==> src/rtl/cle_pkg.sv <==
// circular list engine package: request and status codes, allocator command
// no dependencies
`timescale 1ns / 1ps

package cle_pkg;

   localparam int DATA_W = 32;
   localparam int COUNT_W = 5;

   // request codes
   localparam logic [2:0] REQ_APPEND     = 3'd0;
   localparam logic [2:0] REQ_PREPEND    = 3'd1;
   localparam logic [2:0] REQ_INS_FIRST  = 3'd2;
   localparam logic [2:0] REQ_INS_ALL    = 3'd3;
   localparam logic [2:0] REQ_DEL_FIRST  = 3'd4;
   localparam logic [2:0] REQ_DEL_ALL    = 3'd5;
   localparam logic [2:0] REQ_SEARCH     = 3'd6;
   localparam logic [2:0] REQ_DUMP       = 3'd7;

   // status codes
   localparam logic [1:0] ST_OK        = 2'd0;
   localparam logic [1:0] ST_EMPTY     = 2'd1;
   localparam logic [1:0] ST_NOT_FOUND = 2'd2;
   localparam logic [1:0] ST_FULL      = 2'd3;

   // slot allocator command
   typedef struct packed {
      logic take;
      logic give;
   } alloc_cmd_type;

endpackage

==> src/rtl/cle_req_if.sv <==
// request channel interface: valid/ready plus request payload
// depends on cle_pkg
`timescale 1ns / 1ps

interface cle_req_if;
   logic                                valid;
   logic                                ready;
   logic [2:0]                          req_type;
   logic signed [cle_pkg::DATA_W-1:0]   match_key;
   logic signed [cle_pkg::DATA_W-1:0]   new_value;

   modport source (output valid, output req_type, output match_key, output new_value,
                   input ready);
   modport sink (input valid, input req_type, input match_key, input new_value,
                 output ready);
endinterface

==> src/rtl/cle_rsp_if.sv <==
// response channel interface: valid/ready plus result payload
// depends on cle_pkg
`timescale 1ns / 1ps

interface cle_rsp_if;
   logic                                valid;
   logic                                ready;
   logic [1:0]                          status;
   logic [cle_pkg::COUNT_W-1:0]         match_count;
   logic signed [cle_pkg::DATA_W-1:0]   element;
   logic                                last;

   modport source (output valid, output status, output match_count, output element,
                   output last, input ready);
   modport sink (input valid, input status, input match_count, input element,
                 input last, output ready);
endinterface

==> src/rtl/circular_list_engine_top.sv <==
// circular list engine top: request sequencer, value and link memories
// depends on cle_pkg, cle_req_if, cle_rsp_if, cle_free_alloc
`timescale 1ns / 1ps

// Keeps a ring of up to CAPACITY signed 32-bit values in a value memory and a
// link memory, and serves one request at a time; req_chan.ready is low while a
// request is in progress. Every non-empty request first scans the ring with one
// shared key comparator, each entry taking a memory read and then a compare, to
// count matches and find the tail. Search answers after that scan. Keyed inserts
// and deletes then make a second read-then-compare pass, with an extra link write
// for each inserted node; append and prepend then, unless the ring is full, write
// the new node and the tail link. A dump streams one result per entry (read,
// compare, transfer) and waits on rsp_chan.ready for each. On an empty ring,
// keyed requests and dumps answer EMPTY straight from idle, and append and
// prepend answer after writing the new node.

module circular_list_engine_top #(
   parameter int CAPACITY = 16
) (
   input logic        clock,
   input logic        reset,
   cle_req_if.sink    req_chan,
   cle_rsp_if.source  rsp_chan
);

   localparam int IW = (CAPACITY > 1) ? $clog2(CAPACITY) : 1;
   localparam int CW = $clog2(CAPACITY + 1);
   localparam int DW = cle_pkg::DATA_W;

   typedef enum logic [3:0] {
      S_IDLE, S_RD1, S_EX1, S_DOUT, S_DECIDE, S_RD2, S_EX2, S_LINK2,
      S_APP1, S_APP2, S_RESP
   } state_type;

   state_type         state_ff;
   logic [2:0]        op_ff;
   logic [DW-1:0]     key_ff;
   logic [DW-1:0]     val_ff;
   logic [IW-1:0]     head_ff;
   logic [CW-1:0]     count_ff;
   logic [IW-1:0]     cur_ff;
   logic [IW-1:0]     next_ff;
   logic [IW-1:0]     prev_ff;
   logic [IW-1:0]     tail_ff;
   logic [IW-1:0]     pend_ff;
   logic [IW-1:0]     newhead_ff;
   logic              kept_ff;
   logic [CW-1:0]     walk_ff;
   logic [CW-1:0]     hits_ff;
   logic [CW-1:0]     done_ff;

   logic              rsp_valid_ff;
   logic [1:0]        rsp_status_ff;
   logic [cle_pkg::COUNT_W-1:0] rsp_count_ff;
   logic [DW-1:0]     rsp_elem_ff;
   logic              rsp_last_ff;

   // memories with registered read
   logic [DW-1:0]     value_mem [CAPACITY];
   logic [IW-1:0]     link_mem [CAPACITY];
   logic [DW-1:0]     rd_val_ff;
   logic [IW-1:0]     rd_link_ff;

   logic              val_we;
   logic [IW-1:0]     val_wa;
   logic              link_we;
   logic [IW-1:0]     link_wa;
   logic [IW-1:0]     link_wd;

   cle_pkg::alloc_cmd_type alloc_cmd;
   logic [IW-1:0]     alloc_idx;

   logic              req_xfer;
   logic              rsp_xfer;
   logic              key_hit;
   logic              is_insert;
   logic              is_first;
   logic [CW-1:0]     limit;
   logic              pass2_hit;
   logic [CW:0]       want;
   logic              last_step;

   cle_free_alloc #(
      .CAPACITY (CAPACITY),
      .IW       (IW)
   ) u_alloc (
      .clock     (clock),
      .reset     (reset),
      .cmd       (alloc_cmd),
      .give_idx  (cur_ff),
      .alloc_idx (alloc_idx)
   );

   // handshakes and payload
   assign req_chan.ready       = (state_ff == S_IDLE);
   assign req_xfer             = req_chan.valid && req_chan.ready;
   assign rsp_xfer             = rsp_valid_ff && rsp_chan.ready;
   assign rsp_chan.valid       = rsp_valid_ff;
   assign rsp_chan.status      = rsp_status_ff;
   assign rsp_chan.match_count = rsp_count_ff;
   assign rsp_chan.element     = rsp_elem_ff;
   assign rsp_chan.last        = rsp_last_ff;

   // shared key comparator and pass-two qualifiers
   assign key_hit   = (rd_val_ff == key_ff);
   assign is_insert = (op_ff == cle_pkg::REQ_INS_FIRST) || (op_ff == cle_pkg::REQ_INS_ALL);
   assign is_first  = (op_ff == cle_pkg::REQ_INS_FIRST) || (op_ff == cle_pkg::REQ_DEL_FIRST);
   assign limit     = is_first ? CW'(1) : hits_ff;
   assign pass2_hit = key_hit && (done_ff < limit);
   assign want      = is_first ? (CW+1)'(1) : {1'b0, hits_ff};
   assign last_step = (walk_ff == CW'(1));

   // memory write and allocator control
   always_comb begin
      val_we    = 1'b0;
      val_wa    = alloc_idx;
      link_we   = 1'b0;
      link_wa   = alloc_idx;
      link_wd   = rd_link_ff;
      alloc_cmd = '0;
      case (state_ff)
         S_EX2: begin
            if (pass2_hit && is_insert) begin
               val_we         = 1'b1;
               link_we        = 1'b1;
               alloc_cmd.take = 1'b1;
            end else if (pass2_hit) begin
               link_we        = 1'b1;
               link_wa        = prev_ff;
               alloc_cmd.give = 1'b1;
            end
         end
         S_LINK2: begin
            link_we = 1'b1;
            link_wa = cur_ff;
            link_wd = pend_ff;
         end
         S_APP1: begin
            val_we         = 1'b1;
            link_we        = 1'b1;
            link_wd        = (count_ff == '0) ? alloc_idx : head_ff;
            alloc_cmd.take = 1'b1;
         end
         S_APP2: begin
            link_we = 1'b1;
            link_wa = tail_ff;
            link_wd = pend_ff;
         end
         default: begin
         end
      endcase
   end

   // memory ports
   always_ff @(posedge clock) begin
      if (val_we) begin
         value_mem[val_wa] <= val_ff;
      end
      if (link_we) begin
         link_mem[link_wa] <= link_wd;
      end
      rd_val_ff  <= value_mem[cur_ff];
      rd_link_ff <= link_mem[cur_ff];
   end

   // request sequencer
   always_ff @(posedge clock) begin
      if (reset) begin
         state_ff     <= S_IDLE;
         head_ff      <= '0;
         count_ff     <= '0;
         rsp_valid_ff <= 1'b0;
         walk_ff      <= '0;
      end else begin
         case (state_ff)
            S_IDLE: begin
               if (req_xfer) begin
                  op_ff   <= req_chan.req_type;
                  key_ff  <= req_chan.match_key;
                  val_ff  <= req_chan.new_value;
                  cur_ff  <= head_ff;
                  tail_ff <= head_ff;
                  walk_ff <= count_ff;
                  hits_ff <= '0;
                  if (count_ff != '0) begin
                     state_ff <= S_RD1;
                  end else if (req_chan.req_type == cle_pkg::REQ_APPEND ||
                               req_chan.req_type == cle_pkg::REQ_PREPEND) begin
                     state_ff <= S_APP1;
                  end else begin
                     rsp_status_ff <= cle_pkg::ST_EMPTY;
                     rsp_count_ff  <= '0;
                     rsp_elem_ff   <= '0;
                     rsp_last_ff   <= 1'b1;
                     rsp_valid_ff  <= 1'b1;
                     state_ff      <= S_RESP;
                  end
               end
            end
            S_RD1: begin
               state_ff <= S_EX1;
            end
            // scan pass: count matches, find tail, stream dump
            S_EX1: begin
               hits_ff <= hits_ff + CW'(key_hit);
               tail_ff <= cur_ff;
               cur_ff  <= rd_link_ff;
               walk_ff <= walk_ff - CW'(1);
               if (op_ff == cle_pkg::REQ_DUMP) begin
                  rsp_status_ff <= cle_pkg::ST_OK;
                  rsp_count_ff  <= '0;
                  rsp_elem_ff   <= rd_val_ff;
                  rsp_last_ff   <= last_step;
                  rsp_valid_ff  <= 1'b1;
                  state_ff      <= S_DOUT;
               end else if (last_step) begin
                  state_ff <= S_DECIDE;
               end else begin
                  state_ff <= S_RD1;
               end
            end
            S_DOUT: begin
               if (rsp_xfer) begin
                  rsp_valid_ff <= 1'b0;
                  state_ff     <= rsp_last_ff ? S_IDLE : S_RD1;
               end
            end
            S_DECIDE: begin
               cur_ff      <= head_ff;
               walk_ff     <= count_ff;
               done_ff     <= '0;
               prev_ff     <= tail_ff;
               kept_ff     <= 1'b0;
               newhead_ff  <= '0;
               rsp_elem_ff <= '0;
               rsp_last_ff <= 1'b1;
               rsp_count_ff <= '0;
               if (op_ff == cle_pkg::REQ_APPEND || op_ff == cle_pkg::REQ_PREPEND) begin
                  if (count_ff == CW'(CAPACITY)) begin
                     rsp_status_ff <= cle_pkg::ST_FULL;
                     rsp_valid_ff  <= 1'b1;
                     state_ff      <= S_RESP;
                  end else begin
                     state_ff <= S_APP1;
                  end
               end else if (hits_ff == '0) begin
                  rsp_status_ff <= cle_pkg::ST_NOT_FOUND;
                  rsp_valid_ff  <= 1'b1;
                  state_ff      <= S_RESP;
               end else if (op_ff == cle_pkg::REQ_SEARCH) begin
                  rsp_status_ff <= cle_pkg::ST_OK;
                  rsp_count_ff  <= cle_pkg::COUNT_W'(hits_ff);
                  rsp_valid_ff  <= 1'b1;
                  state_ff      <= S_RESP;
               end else if (is_insert && ({1'b0, count_ff} + want > (CW+1)'(CAPACITY))) begin
                  rsp_status_ff <= cle_pkg::ST_FULL;
                  rsp_valid_ff  <= 1'b1;
                  state_ff      <= S_RESP;
               end else begin
                  state_ff <= S_RD2;
               end
            end
            S_RD2: begin
               state_ff <= S_EX2;
            end
            // modify pass over original nodes
            S_EX2: begin
               next_ff <= rd_link_ff;
               if (pass2_hit && is_insert) begin
                  done_ff  <= done_ff + CW'(1);
                  pend_ff  <= alloc_idx;
                  state_ff <= S_LINK2;
               end else begin
                  if (pass2_hit) begin
                     done_ff <= done_ff + CW'(1);
                  end else if (!is_insert) begin
                     prev_ff <= cur_ff;
                     if (!kept_ff) begin
                        kept_ff    <= 1'b1;
                        newhead_ff <= cur_ff;
                     end
                  end
                  cur_ff  <= rd_link_ff;
                  walk_ff <= walk_ff - CW'(1);
                  state_ff <= last_step ? S_RESP : S_RD2;
                  if (last_step) begin
                     rsp_status_ff <= cle_pkg::ST_OK;
                     rsp_valid_ff  <= 1'b1;
                     if (is_insert) begin
                        rsp_count_ff <= cle_pkg::COUNT_W'(done_ff);
                        count_ff     <= count_ff + done_ff;
                     end else begin
                        rsp_count_ff <= cle_pkg::COUNT_W'(done_ff + CW'(pass2_hit));
                        count_ff     <= count_ff - done_ff - CW'(pass2_hit);
                        if (kept_ff) begin
                           head_ff <= newhead_ff;
                        end else if (!pass2_hit) begin
                           head_ff <= cur_ff;
                        end else begin
                           head_ff <= '0;
                        end
                     end
                  end
               end
            end
            S_LINK2: begin
               cur_ff   <= next_ff;
               walk_ff  <= walk_ff - CW'(1);
               state_ff <= last_step ? S_RESP : S_RD2;
               if (last_step) begin
                  rsp_status_ff <= cle_pkg::ST_OK;
                  rsp_count_ff  <= cle_pkg::COUNT_W'(done_ff);
                  rsp_valid_ff  <= 1'b1;
                  count_ff      <= count_ff + done_ff;
               end
            end
            // append or prepend: new node, then tail link on a non-empty ring
            S_APP1: begin
               pend_ff       <= alloc_idx;
               rsp_status_ff <= cle_pkg::ST_OK;
               rsp_count_ff  <= cle_pkg::COUNT_W'(1);
               rsp_elem_ff   <= '0;
               rsp_last_ff   <= 1'b1;
               if (count_ff == '0) begin
                  head_ff      <= alloc_idx;
                  count_ff     <= CW'(1);
                  rsp_valid_ff <= 1'b1;
                  state_ff     <= S_RESP;
               end else begin
                  state_ff <= S_APP2;
               end
            end
            S_APP2: begin
               if (op_ff == cle_pkg::REQ_PREPEND) begin
                  head_ff <= pend_ff;
               end
               count_ff     <= count_ff + CW'(1);
               rsp_valid_ff <= 1'b1;
               state_ff     <= S_RESP;
            end
            S_RESP: begin
               if (rsp_xfer) begin
                  rsp_valid_ff <= 1'b0;
                  state_ff     <= S_IDLE;
               end
            end
            default: begin
               state_ff <= S_IDLE;
            end
         endcase
      end
   end

   // stored entries never exceed the ring size
   a_count_bound: assert property (@(posedge clock) disable iff (reset)
      count_ff <= CW'(CAPACITY)) else $error("entry count above capacity");

   // no new request while a result is pending
   a_ready_vs_rsp: assert property (@(posedge clock) disable iff (reset)
      !(req_chan.ready && rsp_valid_ff)) else $error("ready with result pending");

   // a walk step always has an entry left to visit
   a_walk_nonzero: assert property (@(posedge clock) disable iff (reset)
      (state_ff == S_EX1 || state_ff == S_EX2) |-> walk_ff != '0)
      else $error("walk past ring end");

   // an empty ring keeps its head at slot zero
   a_empty_head: assert property (@(posedge clock) disable iff (reset)
      (state_ff == S_IDLE && count_ff == '0) |-> head_ff == '0)
      else $error("empty ring with nonzero head");

endmodule

==> src/rtl/cle_free_alloc.sv <==
// free slot map with lowest-free-slot allocator
// depends on cle_pkg
`timescale 1ns / 1ps

module cle_free_alloc #(
   parameter int CAPACITY = 16,
   parameter int IW = 4
) (
   input  logic                   clock,
   input  logic                   reset,
   input  cle_pkg::alloc_cmd_type cmd,
   input  logic [IW-1:0]          give_idx,
   output logic [IW-1:0]          alloc_idx
);

   logic [CAPACITY-1:0] free_ff;
   logic [CAPACITY-1:0] free_in;

   // priority search for the lowest free slot
   always_comb begin
      alloc_idx = '0;
      for (int i = CAPACITY - 1; i >= 0; i--) begin
         if (free_ff[i]) begin
            alloc_idx = IW'(i);
         end
      end
   end

   // map update
   always_comb begin
      free_in = free_ff;
      if (cmd.take) begin
         free_in[alloc_idx] = 1'b0;
      end
      if (cmd.give) begin
         free_in[give_idx] = 1'b1;
      end
   end

   always_ff @(posedge clock) begin
      if (reset) begin
         free_ff <= '1;
      end else begin
         free_ff <= free_in;
      end
   end

   // never allocate from an exhausted map
   a_take_has_slot: assert property (@(posedge clock) disable iff (reset)
      cmd.take |-> free_ff != '0) else $error("allocation with no free slot");

   // a slot is released only while in use
   a_no_double_free: assert property (@(posedge clock) disable iff (reset)
      cmd.give |-> !free_ff[give_idx]) else $error("slot released twice");

   // take and give never coincide
   a_one_cmd: assert property (@(posedge clock) disable iff (reset)
      !(cmd.take && cmd.give)) else $error("take and give in one cycle");

endmodule
==> src/flat_wrapper.sv <==
// flat-port wrapper written by rule: the top's interface ports become plain ports
module circular_list_engine_top_flat 
#(
   parameter int CAPACITY = 16
)
  (clock, reset, req_chan_valid, req_chan_req_type, req_chan_match_key, req_chan_new_value, req_chan_ready, rsp_chan_valid, rsp_chan_status, rsp_chan_match_count, rsp_chan_element, rsp_chan_last, rsp_chan_ready);
  cle_req_if req_chan_i ();
  cle_rsp_if rsp_chan_i ();
  input logic clock;
  input logic reset;
  input wire logic [$bits(req_chan_i.valid)-1:0] req_chan_valid;
  input wire logic [$bits(req_chan_i.req_type)-1:0] req_chan_req_type;
  input wire logic [$bits(req_chan_i.match_key)-1:0] req_chan_match_key;
  input wire logic [$bits(req_chan_i.new_value)-1:0] req_chan_new_value;
  output wire logic [$bits(req_chan_i.ready)-1:0] req_chan_ready;
  output wire logic [$bits(rsp_chan_i.valid)-1:0] rsp_chan_valid;
  output wire logic [$bits(rsp_chan_i.status)-1:0] rsp_chan_status;
  output wire logic [$bits(rsp_chan_i.match_count)-1:0] rsp_chan_match_count;
  output wire logic [$bits(rsp_chan_i.element)-1:0] rsp_chan_element;
  output wire logic [$bits(rsp_chan_i.last)-1:0] rsp_chan_last;
  input wire logic [$bits(rsp_chan_i.ready)-1:0] rsp_chan_ready;
  assign req_chan_i.valid = req_chan_valid;
  assign req_chan_i.req_type = req_chan_req_type;
  assign req_chan_i.match_key = req_chan_match_key;
  assign req_chan_i.new_value = req_chan_new_value;
  assign req_chan_ready = req_chan_i.ready;
  assign rsp_chan_valid = rsp_chan_i.valid;
  assign rsp_chan_status = rsp_chan_i.status;
  assign rsp_chan_match_count = rsp_chan_i.match_count;
  assign rsp_chan_element = rsp_chan_i.element;
  assign rsp_chan_last = rsp_chan_i.last;
  assign rsp_chan_i.ready = rsp_chan_ready;
  circular_list_engine_top #(.CAPACITY(CAPACITY)) u_core (.clock(clock), .reset(reset), .req_chan(req_chan_i), .rsp_chan(rsp_chan_i));
endmodule
==> config.mk <==
export PLATFORM = sky130hd
export DESIGN_NAME = circular_list_engine_top_flat
export DESIGN_NICKNAME = d
export VERILOG_FILES = /design/src/rtl/cle_pkg.sv /design/src/rtl/cle_req_if.sv /design/src/rtl/cle_rsp_if.sv /design/src/rtl/circular_list_engine_top.sv /design/src/rtl/cle_free_alloc.sv /design/src/flat_wrapper.sv
export SDC_FILE = /design/constraint.sdc
export NUM_CORES = 1
export LEC_CHECK = 0
export ABC_AREA = 1
export BUFFER_PORTS_ARGS = -buffer_cell sky130_fd_sc_hd__buf_2
export CAP_MARGIN = 20
export CORE_UTILIZATION = 60
export CTS_CLUSTER_DIAMETER = 120
export CTS_CLUSTER_SIZE = 8
export DETAILED_ROUTE_END_ITERATION = 8
export PLACE_DENSITY = 0.75
export SYNTH_ARGS = -nofsm -noshare
export SYNTH_HDL_FRONTEND = slang
export SYNTH_SLANG_ARGS = --single-unit
export TNS_END_PERCENT = 5
==> constraint.sdc <==
create_clock -name clock -period 5.6 [get_ports clock]
set_clock_uncertainty 0.1 [all_clocks]
set_input_delay 0.28 -clock clock [delete_from_list [all_inputs] [get_ports clock]]
set_output_delay 0.28 -clock clock [all_outputs]
set_load 0.005 [all_outputs]
======== After elaboration in Yosys (flattened, before gate mapping) ========
Memories as Yosys holds them, arrays and structs flattened. A register that Yosys moved wholly into a read port is not among the register bits.
Cells that the tools add are included.
storage, ports and cells
  flip-flop bits (word level) ............. 177
  memory bits (writable) .................. 576
  word-level logic and storage cells ...... 272
  memories ................................ 2
cells by class
  add/sub/neg operators ................... 9
  order comparisons ....................... 6
  eq/ne operators ......................... 39
  multiplexer cells ....................... 142
  bitwise gates (word level) .............. 4
  reductions and logical operators ........ 48
memories
  name              depth  width  rd ports  clocked after Yosys merged registers in  write ports  RTL line                        source
  u_core.value_mem  16     32     1         1                                        1            circular_list_engine_top.sv:59  logic [DW-1:0] value_mem [CAPACITY];
  u_core.link_mem   16     4      1         1                                        1            circular_list_engine_top.sv:60  logic [IW-1:0] link_mem [CAPACITY];
operator list
  cell                count
  $mux 4              46
  $mux 32             4
  $mux 5              23
  $pmux 32 s3         1
  $pmux 4 s11         1
  $pmux 4 s2          5
  $pmux 5 s4          2
  $eq 32x32->1        1
  $mux 16             2
  $pmux 5 s6          1
  $mux 1              29
  $mux 2              14
  $pmux 4 s3          2
  $pmux 4 s5          1
  $pmux 5 s2          2
  $ne 2x1->1 const B  9
  $reduce_and 3->1    6
  $reduce_and 9->1    2
  $and 16x16->16      1
  $eq 4x3->1 const B  4
  $not 16->16         1
  $or 16x16->16       1
  $reduce_and 5->1    3
  $ne 2x2->1 const B  7
  other kinds (46)    80

======== Logic depth before layout (Yosys ltp) ========
  depth after elaboration ................. 25
  mapped depth ............................ 20

======== Hierarchy ========
From an unflattened synthesis, not the netlist that was laid out.
second synthesis, totals
  cell total of the unflattened synthesis .. 2,682
  area, all modules ....................... 32,384.8 um2
by module, submodules not included
  module                    instances  cells each  area each (um2)
  circular_list_engine_top  1          2,518       31,318.8
  cle_free_alloc            1          164         1,066.0

======== Worst setup path before layout ========
OpenSTA, ideal clock, no wires.
  path kind ............................... register to register
  from .................................... register u_core.state_ff[3]
  to ...................................... register u_core.key_ff[0] (enable)
  setup time .............................. 492 ps
  arrival ................................. 3,706 ps
  setup slack ............................. 1,301 ps
  cell stages (with the launch flop) ...... 6
  period minus slack after synthesis ...... 4,299 ps
  cell sequence ........................... dfxtp_1 > nor2_1 > nand2_1 > nor2_1 > inv_1 > nor2_1
on the way
  word-level cells in the longest chain between the ends .. 3
ends and longest elaborated chain
  element                         RTL line                         source
  start, declared                 circular_list_engine_top.sv:35   state_type state_ff;
  start signal, assigned          circular_list_engine_top.sv:225  state_ff <= rsp_last_ff ? S_IDLE : S_RD1;
  start signal, assigned          circular_list_engine_top.sv:285  state_ff <= last_step ? S_RESP : S_RD2;
  start signal, assigned          circular_list_engine_top.sv:309  state_ff <= last_step ? S_RESP : S_RD2;
  $logic_not 4->1 (*)             circular_list_engine_top.sv:95   assign req_chan.ready = (state_ff == S_IDLE);
  net req_chan_ready              flat_wrapper.sv:15               output wire logic [$bits(req_chan_i.ready)-1:0] req_chan_ready;
  $logic_and 1x1->1               circular_list_engine_top.sv:96   assign req_xfer = req_chan.valid && req_chan.ready;
  $reduce_and 3->1 (no line) (*)  n/a
  end signal, assigned            circular_list_engine_top.sv:179  key_ff <= req_chan.match_key;
  end, declared                   circular_list_engine_top.sv:37   logic [DW-1:0] key_ff;
Mark *: on every way through the listed nets, which the timed path passes. The rest lies on a longest branch.
A chain may end at the register's enable or synchronous reset.

======== Worst setup path after layout ========
  from .................................... register u_core.op_ff[2]
  to ...................................... memory u_core.value_mem[3][22] (netlist bit) (enable)
on the way
  word-level cells in the longest chain between the ends .. 10
ends and longest elaborated chain
  element                                   RTL line                                                          source
  start, declared                           circular_list_engine_top.sv:36                                    logic [2:0] op_ff;
  start signal, assigned                    circular_list_engine_top.sv:178                                   op_ff <= req_chan.req_type;
  $eq 3x2->1 or $eq 3x3->1 (tied branches)  circular_list_engine_top.sv:106, circular_list_engine_top.sv:107
  $logic_or 1x1->1                          circular_list_engine_top.sv:107                                   assign is_first = (op_ff == cle_pkg::REQ_INS_FIRST) || (op_ff == cle_pkg::REQ_DEL_FIRST);
  $mux 5                                    circular_list_engine_top.sv:108                                   assign limit = is_first ? CW'(1) : hits_ff;
  $lt 5x5->1                                circular_list_engine_top.sv:109                                   assign pass2_hit = key_hit && (done_ff < limit);
  $logic_and 1x1->1                         circular_list_engine_top.sv:109
  $logic_and 1x1->1 (*)                     circular_list_engine_top.sv:123                                   if (pass2_hit && is_insert) begin
  $mux 1 (*)                                circular_list_engine_top.sv:123
  $pmux 1 s2 (*)                            circular_list_engine_top.sv:121                                   case (state_ff)
  $mux 1 (*)                                circular_list_engine_top.sv:156                                   if (val_we) begin
  $mux 1 (not written as such) (*)          circular_list_engine_top.sv:157                                   value_mem[val_wa] <= val_ff;
  end, declared                             circular_list_engine_top.sv:59
Mark *: on every way between the ends. The rest lies on a longest branch, timed or not.

==> reports/results.ini <==
[outcome]
status = finished clean

[logic_synthesis]
synthDistinctLibCells = 46
synth_seq_cells = 789
yosys.area_share.adder_pct = 1.44
synthMuxAreaShare_pct = 0
synth-edff-count = 718
yosysSeqAreaShare_pct = 74.5
synth_compound_area_share_pct = 13.8
synth_top_family_by_area = compound AO/OA/AOI/OAI gates
synth_area_um2 = 30800
syn_inst = 2152
synth_area_per_cell_um2 = 14.3
ys_warn_count = 0
ys.flop_type = edfxtp_1
synth-simple-area-share_pct = 6.13
synthXorXnorAreaFrac_pct = 1.14
synth_nets = 2256
ys_async_sr_fraction_pct = 0

[grt]
overflow = 0
grt_start_max_net_pins = 80
track_usage_pct = 30.0
antenna_found_initial = 3
grt_pass1_wl_mm = 118
first_global_vias = 20000

[power_and_ir_drop]
combinationalPowerShare_pct = 19.2
powerDensity_nw_per_um2 = 460
ir_drop_mv = 0.348
pwr-share-clk_pct = 36.0
power.switching_mw = 4.90
p_int_mw = 11.8
leakagePower_nw = 12.7
swShare_pct = 29.3
seqPwrFrac_pct = 44.8

[hold_path]
hold_class = in2reg

[floorplan]
fp.dieH_um = 229
row_count = 82
core_um2 = 50400
die_w_um = 229
start_util_pct = 61.2
die_area_um2 = 52300
top_level_ports = 113

[route]
routed_wl_mm = 77.6
drt-pass1-iter-count = 5
post-route-drc-count = 0
wl_per_cell_um = 24.7
drtIter0Drc = 2297
vias = 19732
vias_per_cell = 6.28
postRouteAntennaNets = 0

[clock_tree]
post_cts_buffers = 0
tritoncts.num_buffers = 108
ctsHoldBuffers = 68
clk_pin_slew_ns = 0.06
cts_resized = 0
clk_latency_ns = 0.66
cts.path.max_buffers = 3
cts_root_buf = clkbuf_16
h-tree-depth = 3
cts.sinks = 789
cts_tree = yes

[place]
dpl_cell_area_um2 = 32400
gp_congestion = 0.925
post-dp-hpwl_mm = 45.2
place_inst = 2877
portBuffers = 112

[timing]
drv_slew = 0
final.setup.tns_ns = 0
fin_crit_ns = 4.23
fin_crit_sh_pct = 75.6
hold_viol = 0
worstMarginPinSlew_ns = 1.22
maxSlewHeadroom_pct = 18.6
rsz0062_at_grt = false
fmax_ghz = 0.236
finalSetupViolCount = 0

[critical_path]
end_kind = flip-flop
critPathMaxFanout = 23
required_ns = 5.84
crit_arrival_ns = 4.48
critPathKind = reg2reg
crit_chain = nand2_1 > inv_2 > nor3_4 > nor2_1 > inv_1 > ha_1 > a21oi_1 > o21ai_0 > a21oi_2 > nand3_2 > nand2_2 > nand3_1 > nor2_4 > buf_4
crit_family = simple AND/OR/NAND/NOR gates
slowest_delay_ns = 0.82
crit_path_top_delay_cell = nor2_4
path_buf_inv = 3
startpoint_type = flip-flop

[layout]
layout_common_cells = edfxtp_1 (718), a22oi_1 (289), nand2_1 (185)
fin_cells = 3142
final_cell_area_um2 = 36300
final_common_cell = edfxtp_1
num_antenna_cells = 0
drive_gt1_share_pct = 13.3
area_delta_synth_final_pct = 17.8
fin_nets = 2492

[job]
max_cap_viol_count = 0

[metrics by stage]
stage | hold slack, ns | setup slack (ns) | util, % | power (mW)
after global placement | 0.337 | 1.51 | 64.2 | 10.6
after detailed placement | 0.338 | 1.46 | 64.3 | 10.7
final | 0.0329 | 1.37 | 72.1 | 16.7
after CTS | 0.0128 | 1.41 | 71.9 | 16.7
after global routing | 0.0520 | 1.08 | 72.1 | 17.3
after floorplan | 0.279 | 1.30 | - | 9.38
[power groups by stage]
stage	clock network (mW)	logic, mW	registers (mW)
final	6.01	3.21	7.48
after global routing	6.32	3.46	7.51
after CTS	6.06	3.16	7.47
after detailed placement	0	3.09	7.57
after global placement	0	3.02	7.55
after floorplan	0	1.92	7.46
[Yosys cell counts (all sizes together), types with 2 or more instances]
library cell	count	area, um2
o31ai	3	22.5
nor4	2	12.5
a31oi	17	106
or2	7	46.3
o211ai	5	37.5
nor3	12	71.3
clkbuf	86	323
nand2	188	711
o22ai	4	25.0
a21oi	86	438
buf	10	40.0
nand3	68	355
a2111o	36	405
o221ai	3	26.3
ha	29	363
xnor2	21	184
nor2	160	638
inv	147	552
a221oi	5	43.8
dfxtp	71	1420
edfxtp	718	21600
nand4	9	56.3
a21boi	72	541
o21ai	72	360
a22oi	289	2170
xor2	19	166
fa	4	80.1
[state kept, by name, indices dropped and copies added (netlist names), 16 cells and up]
signal	cells
u_core.value_mem	512
u_core.u_alloc.free_ff	16
u_core.val_ff	32
u_core.key_ff	32
u_core.link_mem	64
u_core.rsp_chan.element	32
u_core.rd_val_ff	32
[layer usage]
layer  vias up  routed length [um]  track usage (%)
li1       8697                   -                -
met1      9733               30600             40.3
met2      1128               37700             48.4
met3       172                7090             6.11
met4         2                2190             11.8
met5         -                  17                0
[cells by family after synthesis]
logic type,count (synthesis)
AOI/OAI and AO/OA,601
DFF,789
xor gates and xnor gates,40
and+or+nand+nor,446
buffers and inverters,243
adders and majority gates,33
[cell type report]
type	count	area, um2
fill	3102	14000
clock inverter	4	53.8
timing repair buffer	222	1700
sequential	789	23000
clock buffer	188	3070
inverter	147	554
tap	672	841
multi-input combinational	1120	7130
[path summary, 6_finish.rpt]
check | start | endpoint | slack, ns | cells after the start
min | reset | u_core.state_ff[1] | 0.03 | 2
max | u_core.op_ff[2] | u_core.value_mem[3][22] | 1.37 | 14
max reg2reg | u_core.op_ff[2] | u_core.value_mem[3][22] | 1.37 | 14
min reg2reg | u_core.rd_link_ff[3] | u_core.next_ff[3] | 0.34 | 0
(Power assumes the default switching activity.)
